--- src/hdl/crlf_pkg.sv ---
`default_nettype none

package crlf_pkg;

    localparam int unsigned MAX_LINE_DEF   = 512;
    localparam int unsigned BYTES_PER_WORD = 8;

    localparam logic [7:0] NL_BYTE = 8'h0A;
    localparam logic [7:0] CR_BYTE = 8'h0D;

    typedef enum logic [1:0] {
        ST_IDLE,
        ST_READ,
        ST_LOAD
    } ctrl_state_t;

    // Commands from the controller to the datapath.
    typedef struct packed {
        logic wr;        // store an accepted data byte
        logic clr_len;   // newline accepted: restart the segment
        logic start;     // begin readout of the held segment
        logic rd_en;     // read one row from every byte bank
        logic load;      // load the output register from the read row
    } crlf_cmd_t;

    // Status from the datapath to the controller.
    typedef struct packed {
        logic is_nl;     // input byte is a newline
        logic seg_ok;    // held segment is not full, ends in CR and has at least two bytes
        logic last_word; // the word being read out is the final one
        logic out_busy;  // output register holds a transaction not yet taken
    } crlf_sts_t;

endpackage

`default_nettype wire

--- src/hdl/crlf_line_framer_core.sv ---
// Input: one byte per cycle while no command is being read out.
// A CR-LF terminated line is output after the newline transaction, one word at a time:
// a bank row read, then an output register load that waits until that register is free.
// Input is stalled during readout until the final word is in the output register.
// Reset (rst_n, asynchronous) empties the segment and the output register;
// the line store needs no clearing pass.
`default_nettype none

module crlf_line_framer_core
    import crlf_pkg::*;
#(
    parameter int unsigned MAX_LINE = MAX_LINE_DEF
)
(
    input  wire logic        clk,
    input  wire logic        rst_n,
    input  wire logic        in_valid,
    output logic             in_stall,
    input  wire logic [7:0]  in_byte,
    output logic             out_valid,
    input  wire logic        out_stall,
    output logic [63:0]      cmd_word,
    output logic [3:0]       byte_count,
    output logic             last
);

    crlf_cmd_t cmd;
    crlf_sts_t sts;

    crlf_ctrl u_ctrl (
        .clk      (clk),
        .rst_n    (rst_n),
        .in_valid (in_valid),
        .in_stall (in_stall),
        .sts      (sts),
        .cmd      (cmd)
    );

    crlf_datapath #(
        .MAX_LINE (MAX_LINE)
    ) u_datapath (
        .clk        (clk),
        .rst_n      (rst_n),
        .in_byte    (in_byte),
        .out_stall  (out_stall),
        .cmd        (cmd),
        .sts        (sts),
        .out_valid  (out_valid),
        .cmd_word   (cmd_word),
        .byte_count (byte_count),
        .last       (last)
    );

    a_count_range: assert property (@(posedge clk) disable iff (!rst_n)
        out_valid |-> (byte_count != 4'd0) && (byte_count <= 4'd8))
        else $error("byte_count out of range");

    a_full_words: assert property (@(posedge clk) disable iff (!rst_n)
        out_valid && !last |-> (byte_count == 4'd8))
        else $error("non-final word is not full");

    a_readout_stalls: assert property (@(posedge clk) disable iff (!rst_n)
        in_valid && !in_stall && sts.is_nl && sts.seg_ok |=> in_stall)
        else $error("input not stalled at start of readout");

endmodule

`default_nettype wire

--- src/hdl/crlf_ctrl.sv ---
`default_nettype none

module crlf_ctrl
    import crlf_pkg::*;
(
    input  wire logic      clk,
    input  wire logic      rst_n,
    input  wire logic      in_valid,
    output logic           in_stall,
    input  wire crlf_sts_t sts,
    output crlf_cmd_t      cmd
);

    ctrl_state_t state_reg;
    ctrl_state_t state_next;

    always_ff @(posedge clk or negedge rst_n)
    begin
        if (!rst_n)
        begin
            state_reg <= ST_IDLE;
        end
        else
        begin
            state_reg <= state_next;
        end
    end

    always_comb
    begin
        state_next = state_reg;
        cmd        = '0;
        in_stall   = 1'b1;
        unique case (state_reg)
            ST_IDLE:
            begin
                in_stall = 1'b0;
                if (in_valid)
                begin
                    if (sts.is_nl)
                    begin
                        cmd.clr_len = 1'b1;
                        if (sts.seg_ok)
                        begin
                            cmd.start  = 1'b1;
                            state_next = ST_READ;
                        end
                    end
                    else
                    begin
                        cmd.wr = 1'b1;
                    end
                end
            end
            ST_READ:
            begin
                cmd.rd_en  = 1'b1;
                state_next = ST_LOAD;
            end
            ST_LOAD:
            begin
                // Wait until the output register is free before loading the next word.
                if (!sts.out_busy)
                begin
                    cmd.load   = 1'b1;
                    state_next = sts.last_word ? ST_IDLE : ST_READ;
                end
            end
            default:
            begin
                state_next = ST_IDLE;
            end
        endcase
    end

endmodule

`default_nettype wire

--- src/hdl/crlf_datapath.sv ---
`default_nettype none

module crlf_datapath
    import crlf_pkg::*;
#(
    parameter int unsigned MAX_LINE = MAX_LINE_DEF
)
(
    input  wire logic       clk,
    input  wire logic       rst_n,
    input  wire logic [7:0] in_byte,
    input  wire logic       out_stall,
    input  wire crlf_cmd_t  cmd,
    output crlf_sts_t       sts,
    output logic            out_valid,
    output logic [63:0]     cmd_word,
    output logic [3:0]      byte_count,
    output logic            last
);

    localparam int unsigned LEN_W = $clog2(MAX_LINE + 1);
    localparam int unsigned ROWS  = (MAX_LINE + BYTES_PER_WORD - 1) / BYTES_PER_WORD;
    localparam int unsigned ROW_W = (ROWS > 1) ? $clog2(ROWS) : 1;

    logic [LEN_W-1:0] len_reg;
    logic [LEN_W-1:0] len_next;
    logic             last_cr_reg;
    logic             last_cr_next;
    logic [LEN_W-1:0] rem_reg;
    logic [LEN_W-1:0] rem_next;
    logic [ROW_W-1:0] row_reg;
    logic [ROW_W-1:0] row_next;
    logic             out_valid_reg;
    logic             out_valid_next;
    logic [63:0]      word_reg;
    logic [3:0]       count_reg;
    logic             last_reg;

    logic             full;
    logic [LEN_W-1:0] wr_pos;
    logic [ROW_W-1:0] wr_row;
    logic [3:0]       cur_count;
    logic [63:0]      cur_word;
    logic [7:0]       rd_data [BYTES_PER_WORD];

    // A byte arriving on a full segment drops the held bytes and starts afresh.
    assign full   = (len_reg == LEN_W'(MAX_LINE));
    assign wr_pos = full ? '0 : len_reg;
    assign wr_row = ROW_W'(wr_pos >> 3);

    assign sts.is_nl     = (in_byte == NL_BYTE);
    assign sts.seg_ok    = !full && last_cr_reg && (len_reg >= LEN_W'(2));
    assign sts.last_word = (rem_reg <= LEN_W'(BYTES_PER_WORD));
    assign sts.out_busy  = out_valid_reg && out_stall;

    // Byte lanes are separate banks so that one row read yields a whole word.
    for (genvar k = 0; k < BYTES_PER_WORD; k++)
    begin : g_bank
        logic [7:0] bank_mem [ROWS];

        always_ff @(posedge clk)
        begin
            if (cmd.wr && (wr_pos[2:0] == 3'(k)))
            begin
                bank_mem[wr_row] <= in_byte;
            end
            if (cmd.rd_en)
            begin
                rd_data[k] <= bank_mem[row_reg];
            end
        end
    end

    always_comb
    begin
        cur_count = sts.last_word ? 4'(rem_reg) : 4'(BYTES_PER_WORD);
        for (int k = 0; k < BYTES_PER_WORD; k++)
        begin
            cur_word[8*k +: 8] = (4'(k) < cur_count) ? rd_data[k] : 8'h00;
        end
    end

    always_comb
    begin
        len_next       = len_reg;
        last_cr_next   = last_cr_reg;
        rem_next       = rem_reg;
        row_next       = row_reg;
        out_valid_next = out_valid_reg && out_stall;
        if (cmd.wr)
        begin
            len_next     = LEN_W'(wr_pos + 1'b1);
            last_cr_next = (in_byte == CR_BYTE);
        end
        if (cmd.clr_len)
        begin
            len_next     = '0;
            last_cr_next = 1'b0;
        end
        if (cmd.start)
        begin
            // The trailing CR is not part of the command.
            rem_next = LEN_W'(len_reg - 1'b1);
            row_next = '0;
        end
        if (cmd.load)
        begin
            out_valid_next = 1'b1;
            rem_next       = LEN_W'(rem_reg - LEN_W'(BYTES_PER_WORD));
            row_next       = ROW_W'(row_reg + 1'b1);
        end
    end

    always_ff @(posedge clk or negedge rst_n)
    begin
        if (!rst_n)
        begin
            len_reg       <= '0;
            last_cr_reg   <= 1'b0;
            rem_reg       <= '0;
            row_reg       <= '0;
            out_valid_reg <= 1'b0;
        end
        else
        begin
            len_reg       <= len_next;
            last_cr_reg   <= last_cr_next;
            rem_reg       <= rem_next;
            row_reg       <= row_next;
            out_valid_reg <= out_valid_next;
        end
    end

    always_ff @(posedge clk)
    begin
        if (cmd.load)
        begin
            word_reg  <= cur_word;
            count_reg <= cur_count;
            last_reg  <= sts.last_word;
        end
    end

    assign out_valid  = out_valid_reg;
    assign cmd_word   = word_reg;
    assign byte_count = count_reg;
    assign last       = last_reg;

endmodule

`default_nettype wire

--- config.mk ---
export PLATFORM = sky130hd
export DESIGN_NAME = crlf_line_framer_core
export DESIGN_NICKNAME = d
export VERILOG_FILES = /design/src/hdl/crlf_pkg.sv /design/src/hdl/crlf_line_framer_core.sv /design/src/hdl/crlf_ctrl.sv /design/src/hdl/crlf_datapath.sv
export SDC_FILE = /design/constraint.sdc
export NUM_CORES = 2
export LEC_CHECK = 0
export BUFFER_PORTS_ARGS = -buffer_cell sky130_fd_sc_hd__buf_2
export CAP_MARGIN = 20
export CORE_ASPECT_RATIO = 0.8
export CORE_MARGIN = 3
export CORE_UTILIZATION = 30
export CTS_BUF_LIST = sky130_fd_sc_hd__clkbuf_4
export CTS_CLUSTER_SIZE = 10
export DETAILED_ROUTE_END_ITERATION = 10
export RECOVER_POWER = 50
export SKIP_CTS_REPAIR_TIMING = 1
export SYNTH_ARGS = -nofsm -noshare
export SYNTH_HDL_FRONTEND = slang
export SYNTH_MEMORY_MAX_BITS = 65536
export SYNTH_SLANG_ARGS = --single-unit
--- constraint.sdc ---
create_clock -name clk -period 4.9 [get_ports clk]
set_clock_uncertainty 0.2 [all_clocks]
set_input_delay 0.98 -clock clk [delete_from_list [all_inputs] [get_ports clk]]
set_output_delay 0.98 -clock clk [all_outputs]
set_load 0.01 [all_outputs]
* After elaboration in Yosys (flattened, before gate mapping)
Memories as Yosys holds them, arrays and structs flattened. A register that Yosys moved wholly into a read port is not among the register bits.
Index checks and enable logic that the tools add are counted.
** Operators by class
- Order comparisons :: 10
- Equality and inequality tests :: 16
- Mux-type cells :: 44
- Add/subtract/negate cells :: 4
- Reductions and logical operators :: 25
** Operator list (count)
- 10-bit 2-to-1 mux :: 5
- 1-bit 2-to-1 mux :: 28
- 8-bit by 4-bit equality test with 1-bit output, second input constant :: 2
- 3-bit by 4-bit less-than comparator with 1-bit output, first input constant :: 4
- 3-bit equality test, second input constant :: 4
- 6-bit 2-to-1 mux :: 2
- 1-bit logical AND :: 11
- 10-bit by 1-bit adder with 10-bit output, second input constant :: 1
- 10-bit equality test, second input constant :: 1
- 10-bit by 2-bit greater-or-equal comparator with 1-bit output, second input constant :: 1
- 10-bit by 4-bit less-or-equal comparator with 1-bit output, second input constant :: 1
- 2-bit 2-to-1 mux :: 5
- 10-bit by 1-bit subtractor with 10-bit output, second input constant :: 1
- 10-bit by 4-bit subtractor with 10-bit output, second input constant :: 1
- 1-bit zero test :: 9
- 1-bit by 4-bit less-than comparator with 1-bit output, first input constant :: 2
- 2-bit by 4-bit less-than comparator with 1-bit output, first input constant :: 2
- 2-bit inequality test, second input constant :: 4
- 6-bit by 1-bit adder with 6-bit output, second input constant :: 1
- 3-bit by 2-bit equality test with 1-bit output, second input constant :: 2
- 3-bit 2-to-1 mux :: 2
- 2-bit case mux with 3 select lines :: 1
- 4-bit 2-to-1 mux :: 1
- 4-bit AND reduction :: 1
- 6 further kinds :: 7
** Word-level totals
- Bits of input ports :: 12
- Output and inout port bits :: 71
- Memories kept :: 9
- Bits in registers :: 35
- Word-level logic and storage cells :: 116
- Bits in writable memories :: 4160
** Memories
- u_datapath.g_bank[0].bank_mem :: depth 64, width 8, rd ports 1, clocked after Yosys merged registers in 0, write ports 1, RTL line crlf_datapath.sv:59 : logic [7:0] bank_mem [ROWS];
- u_datapath.g_bank[1].bank_mem :: depth 64, width 8, rd ports 1, clocked after Yosys merged registers in 0, write ports 1, RTL line crlf_datapath.sv:59
- u_datapath.g_bank[2].bank_mem :: depth 64, width 8, rd ports 1, clocked after Yosys merged registers in 0, write ports 1, RTL line crlf_datapath.sv:59
- u_datapath.g_bank[3].bank_mem :: depth 64, width 8, rd ports 1, clocked after Yosys merged registers in 0, write ports 1, RTL line crlf_datapath.sv:59
- u_datapath.g_bank[4].bank_mem :: depth 64, width 8, rd ports 1, clocked after Yosys merged registers in 0, write ports 1, RTL line crlf_datapath.sv:59
- u_datapath.g_bank[5].bank_mem :: depth 64, width 8, rd ports 1, clocked after Yosys merged registers in 0, write ports 1, RTL line crlf_datapath.sv:59
- 3 more memories

* Logic depth before layout (Yosys ltp)
- Depth after elaboration :: 11
- Depth in mapped cells :: 11
- Depth with buffers taken out :: 7

* Modules after synthesis
From an unflattened synthesis, not the netlist that was laid out.
** Unflattened totals
- Cell total of the unflattened synthesis :: 7426
- Area total of the unflattened synthesis :: 162599.7 sq um
** By module, submodules not included
- crlf_datapath :: area an instance 162448.3 sq um, cells each 7412, instances 1, seq. area each 127692.5 sq um
- crlf_ctrl :: area an instance 151.4 sq um, cells each 14, instances 1, seq. area each 50.0 sq um

* Least setup slack after synthesis
No wires, ideal clock.
- Path type :: input to register
- Start point :: in out_stall
- End point :: reg u_datapath.rem_reg[3]
- Stages :: 6
- Arrival time :: 3850 ps
- Required time :: 4574 ps
- Library setup time :: 126 ps
- Slack :: 723 ps
- Cells stage by stage :: nand2_1 -> nand2b_1 -> inv_1 -> clkbuf_1 -> nor3_1 -> a311o_1
** RTL lines
- start: declaration :: RTL line crlf_line_framer_core.sv:21 : input wire logic out_stall,
- end signal: assignment :: RTL line crlf_datapath.sv:128 : rem_reg <= rem_next;
- end: declaration :: RTL line crlf_datapath.sv:29 : logic [LEN_W-1:0] rem_reg;

* Worst setup path after layout
- Start point :: in in_byte[0]
- End point :: mem u_datapath.g_bank[0].bank_mem[19][0] (data pin)
** RTL lines
- start: declaration :: RTL line crlf_line_framer_core.sv:19 : input wire logic [7:0] in_byte,
- end: declaration :: RTL line crlf_datapath.sv:59
Straight into the memory's write port.

==> results by group <==
Run status
  • Status: complete, but fails checks
  • Failing checks: max-capacitance violations, max-slew violations

Critical path
  • Most frequent CP cell: buf_4
  • CP max FO: 170
  • Buf/Inv on CP: 5
  • Reg2reg setup slack: 0.45 ns
  • Crit path cell chain: dlygate4sd3_1 -> clkdlybuf4s25_1 -> buf_4 -> clkbuf_4 -> buf_4
  • Critical path arrival: about 5.5 ns
  • Max incr delay on CP: 1.85 ns
  • Worst setup EP type: flop
  • Crit path max-delay family: buffers and inverters
  • Critical path startpoint category: primary input
  • Setup Crit Path Kind: primary input to flop
  • CP required: between 5 and 6 ns
  • Slowest library cell on the worst path: clkbuf_4

Route
  • Pre-antenna DRT Iters: 8
  • Highest routed metal layer: met5
  • Total Wirelength: 529000 µm
  • Routed vias/inst: between 5 and 6
  • Avg WL per Cell: around 31 µm
  • DRC errors left: 0
  • Met1 Wirelength: between 200000 and 250000 µm
  • DR WL met3: around 76000 µm
  • Post-route ant nets: 0
  • Initial detailed-routing violation count: roughly 15000
  • Metal2 WL: 229000 µm
  • Vias: around 90000

Synthesis
  • Yosys cell types: 72
  • Dominant synthesized flop cell: edfxtp_1
  • Synth top area share: approximately three quarters
  • Register area share after synthesis: 77.4%
  • Count of flip-flops with a built-in enable after synthesis: 4229
  • Synth top cells by count: edfxtp_1 (4229), mux4_2 (1030), nor2_1 (561), mux2i_1 (292), nand2_1 (253)
  • Area leader, netlist: edfxtp_1
  • Mapped Area: roughly 160000 µm²
  • Syn_area_per_cell: roughly 22 µm²
  • Synth warn: 0
  • Synth Net Count: a little under 8000
  • Most area-consuming cells after synthesis: edfxtp_1 (77%), mux4_2 (14%), mux2i_1 (1.8%), nor2_1 (1.3%), nand2_1 (0.58%)
  • Cell with the most instances after synthesis: edfxtp_1
  • Post-Syn Instances: between 7000 and 8000
  • Synth Register Bits: roughly 4300
  • FFs w/ async S/R, synth: less than 1%

Place
  • Worst slack, placed: ~0.10 ns
  • Area after DPL: 177000 µm²
  • Placed insts: between 15000 and 20000
  • Global placement routability congestion: roughly 0.9
  • Hpwl dp: between 300000 and 400000 µm
  • Port bufs: between 80 and 90

Cells and area
  • Layout Utilization: around a third
  • Biggest register: u_datapath.g_bank.bank_mem
  • Layout cells sized above 1: 33.2%
  • Non-filler cells, final: about 17000
  • Max reg flops: 4096
  • Post-route cell area: between 150000 and 200000 µm²
  • Filler Cells Inserted: 50600
  • Final net count: just under 9000
  • Area Overhead vs Synth: 14.6%

STA
  • Final Cycle Share: a little over nine tenths
  • Slew Viols, Final: around 2000
  • RSZ-0062 raised after global routing: false
  • Final setup margin: between 0.2 and 0.25 ns
  • Rel. slew slack: -119%
  • Worst Tran Pin Value: between 3 and 4 ns
  • # setup viols final: 0
  • Setup tns final: 0 ns
  • Final Critical Period: between 4 and 5 ns
  • Fin. Hold Viols: 0
  • FMAX: ~210 MHz
  • Hold Slack: 0.138 ns

Power
  • Seq pwr share: 42.5%
  • Clock power frac: between 20% and 30%
  • Worst vdd ir: approximately 0.4 mV
  • Combinational group share of total power: ~29%
  • Total power: around 97 mW
  • Leakage power: just under 60 nW
  • Pwr dens: 514 nW/µm²
  • P_int: 65.6 mW
  • Sw Pwr: approximately 32 mW
  • Switching share of power: around a third

Global routing
  • GRT Util Overall: 18.4%
  • Initial antenna violation count: 81
  • Grt ovf: 0
  • Pin count of the biggest net entering global routing: between 200 and 250
  • Number of global-route vias before repair: just under 90000
  • First-pass GRT wire length: 725000 µm

Run
  • Maxcap violations: 24

Die
  • Die Area: between 500000 and 600000 µm²
  • Chip height: 669 µm
  • FP Rows: approximately 240
  • CORE AREA: roughly 550000 µm²
  • Initial Utilization: about 30%
  • Die W: about 840 µm
  • Ports: between 80 and 90

Clock network
  • Deepest clock path buffer count: 4
  • Sink Count: roughly 4300
  • CTS tree: yes
  • Clock root buffer: clkbuf_4
  • Number of H-tree levels: 6
  • CTS buffer count: a little under 1000
  • Clock Latency Late Sink: approximately 1.5 ns
  • Clock slew seen by the registers of the worst setup and hold paths: roughly 0.070 ns

Worst hold path
  • HP Class: primary input to flop
## area by class of cell
class,instances,area (µm²),area share (%)
Tap cell,7320,9160,4.84
Inverter,12,63.8,0.0337
Timing Repair Buffer,528,4600,2.44
Clock buffer,1406,10600,5.58
Clock inverter,329,1720,0.907
Antenna cell,76,190,0.101
Multi-Input combinational cell,2957,35000,18.5
Sequential cell,4259,128000,67.6
## cells in the final DEF, fill, tap and decap left out, drive strengths merged, types with 10 or more instances in the layout
cell	instances
a22oi	112
o21ai	66
edfxtp	4229
o221ai	23
o211ai	12
nor2b	42
nor3	27
inv	36
dlygate4sd3	11
a31oi	25
nand2b	13
clkbuf	1438
diode	76
bufinv	12
buf	483
or3	10
a21oi	107
a211oi	27
a22o	28
nor2	561
and2	52
mux4	1030
clkinv	284
nand3	45
mux2	27
nand2	254
mux2i	292
nand4	20
dfrtp	30
o22ai	49
and3	11
## power by group through the flow
stage               combinational [mW]  sequential (mW)  clock [mW]
floorplan                         16.8             41.6           0
global placement                  27.3             42.1           0
detailed placement                27.5             42.1           0
CTS                               27.6             41.3        28.5
global route                      28.6             41.3        30.5
finish                            27.7             41.3        28.1
## final timing paths
path	startpoint	endpoint	depth (start not counted)
worst min register to register	u_datapath.rd_data[6][3]	u_datapath.cmd_word[51]	1
worst max register to register	u_datapath.len_reg[3]	u_datapath.g_bank[5].bank_mem[48][2]	4
worst max-delay path	in_byte[0]	u_datapath.g_bank[0].bank_mem[19][0]	5
max in group asynchronous	rst_n	u_datapath.row_reg[1]	2
worst min-delay path	in_byte[4]	u_datapath.g_bank[0].bank_mem[34][4]	2
min in group asynchronous	rst_n	u_datapath.row_reg[5]	2
## cell families after synthesis
group / Yosys count / synth area share (%)
XOR/XNOR: 9 / 0.0478
multiplexers: 1349 / 16.0
adder cells (fa/ha/maj): 9 / 0.0683
buffers and inverters: 447 / 1.48
AND/OR/NAND/NOR: 1068 / 2.79
flip-flops: 4259 / 77.4
AO/OA/AOI/OAI: 522 / 2.17
## per-layer routing
metal,vias up,global-route usage [%]
met5,-,0
met4,54,7.10
met3,969,7.07
met2,7207,26.3
met1,47000,25.2
li1,34800,-
## worst reg2reg max path: cells and delay by family (launching register included)
family	cells	cell delay [ns]
buffers and inverters	1	0.54
and+or+nand+nor	3	2.60
DFF	1	0.60
No activity file was read; power rests on OpenSTA's default activity.
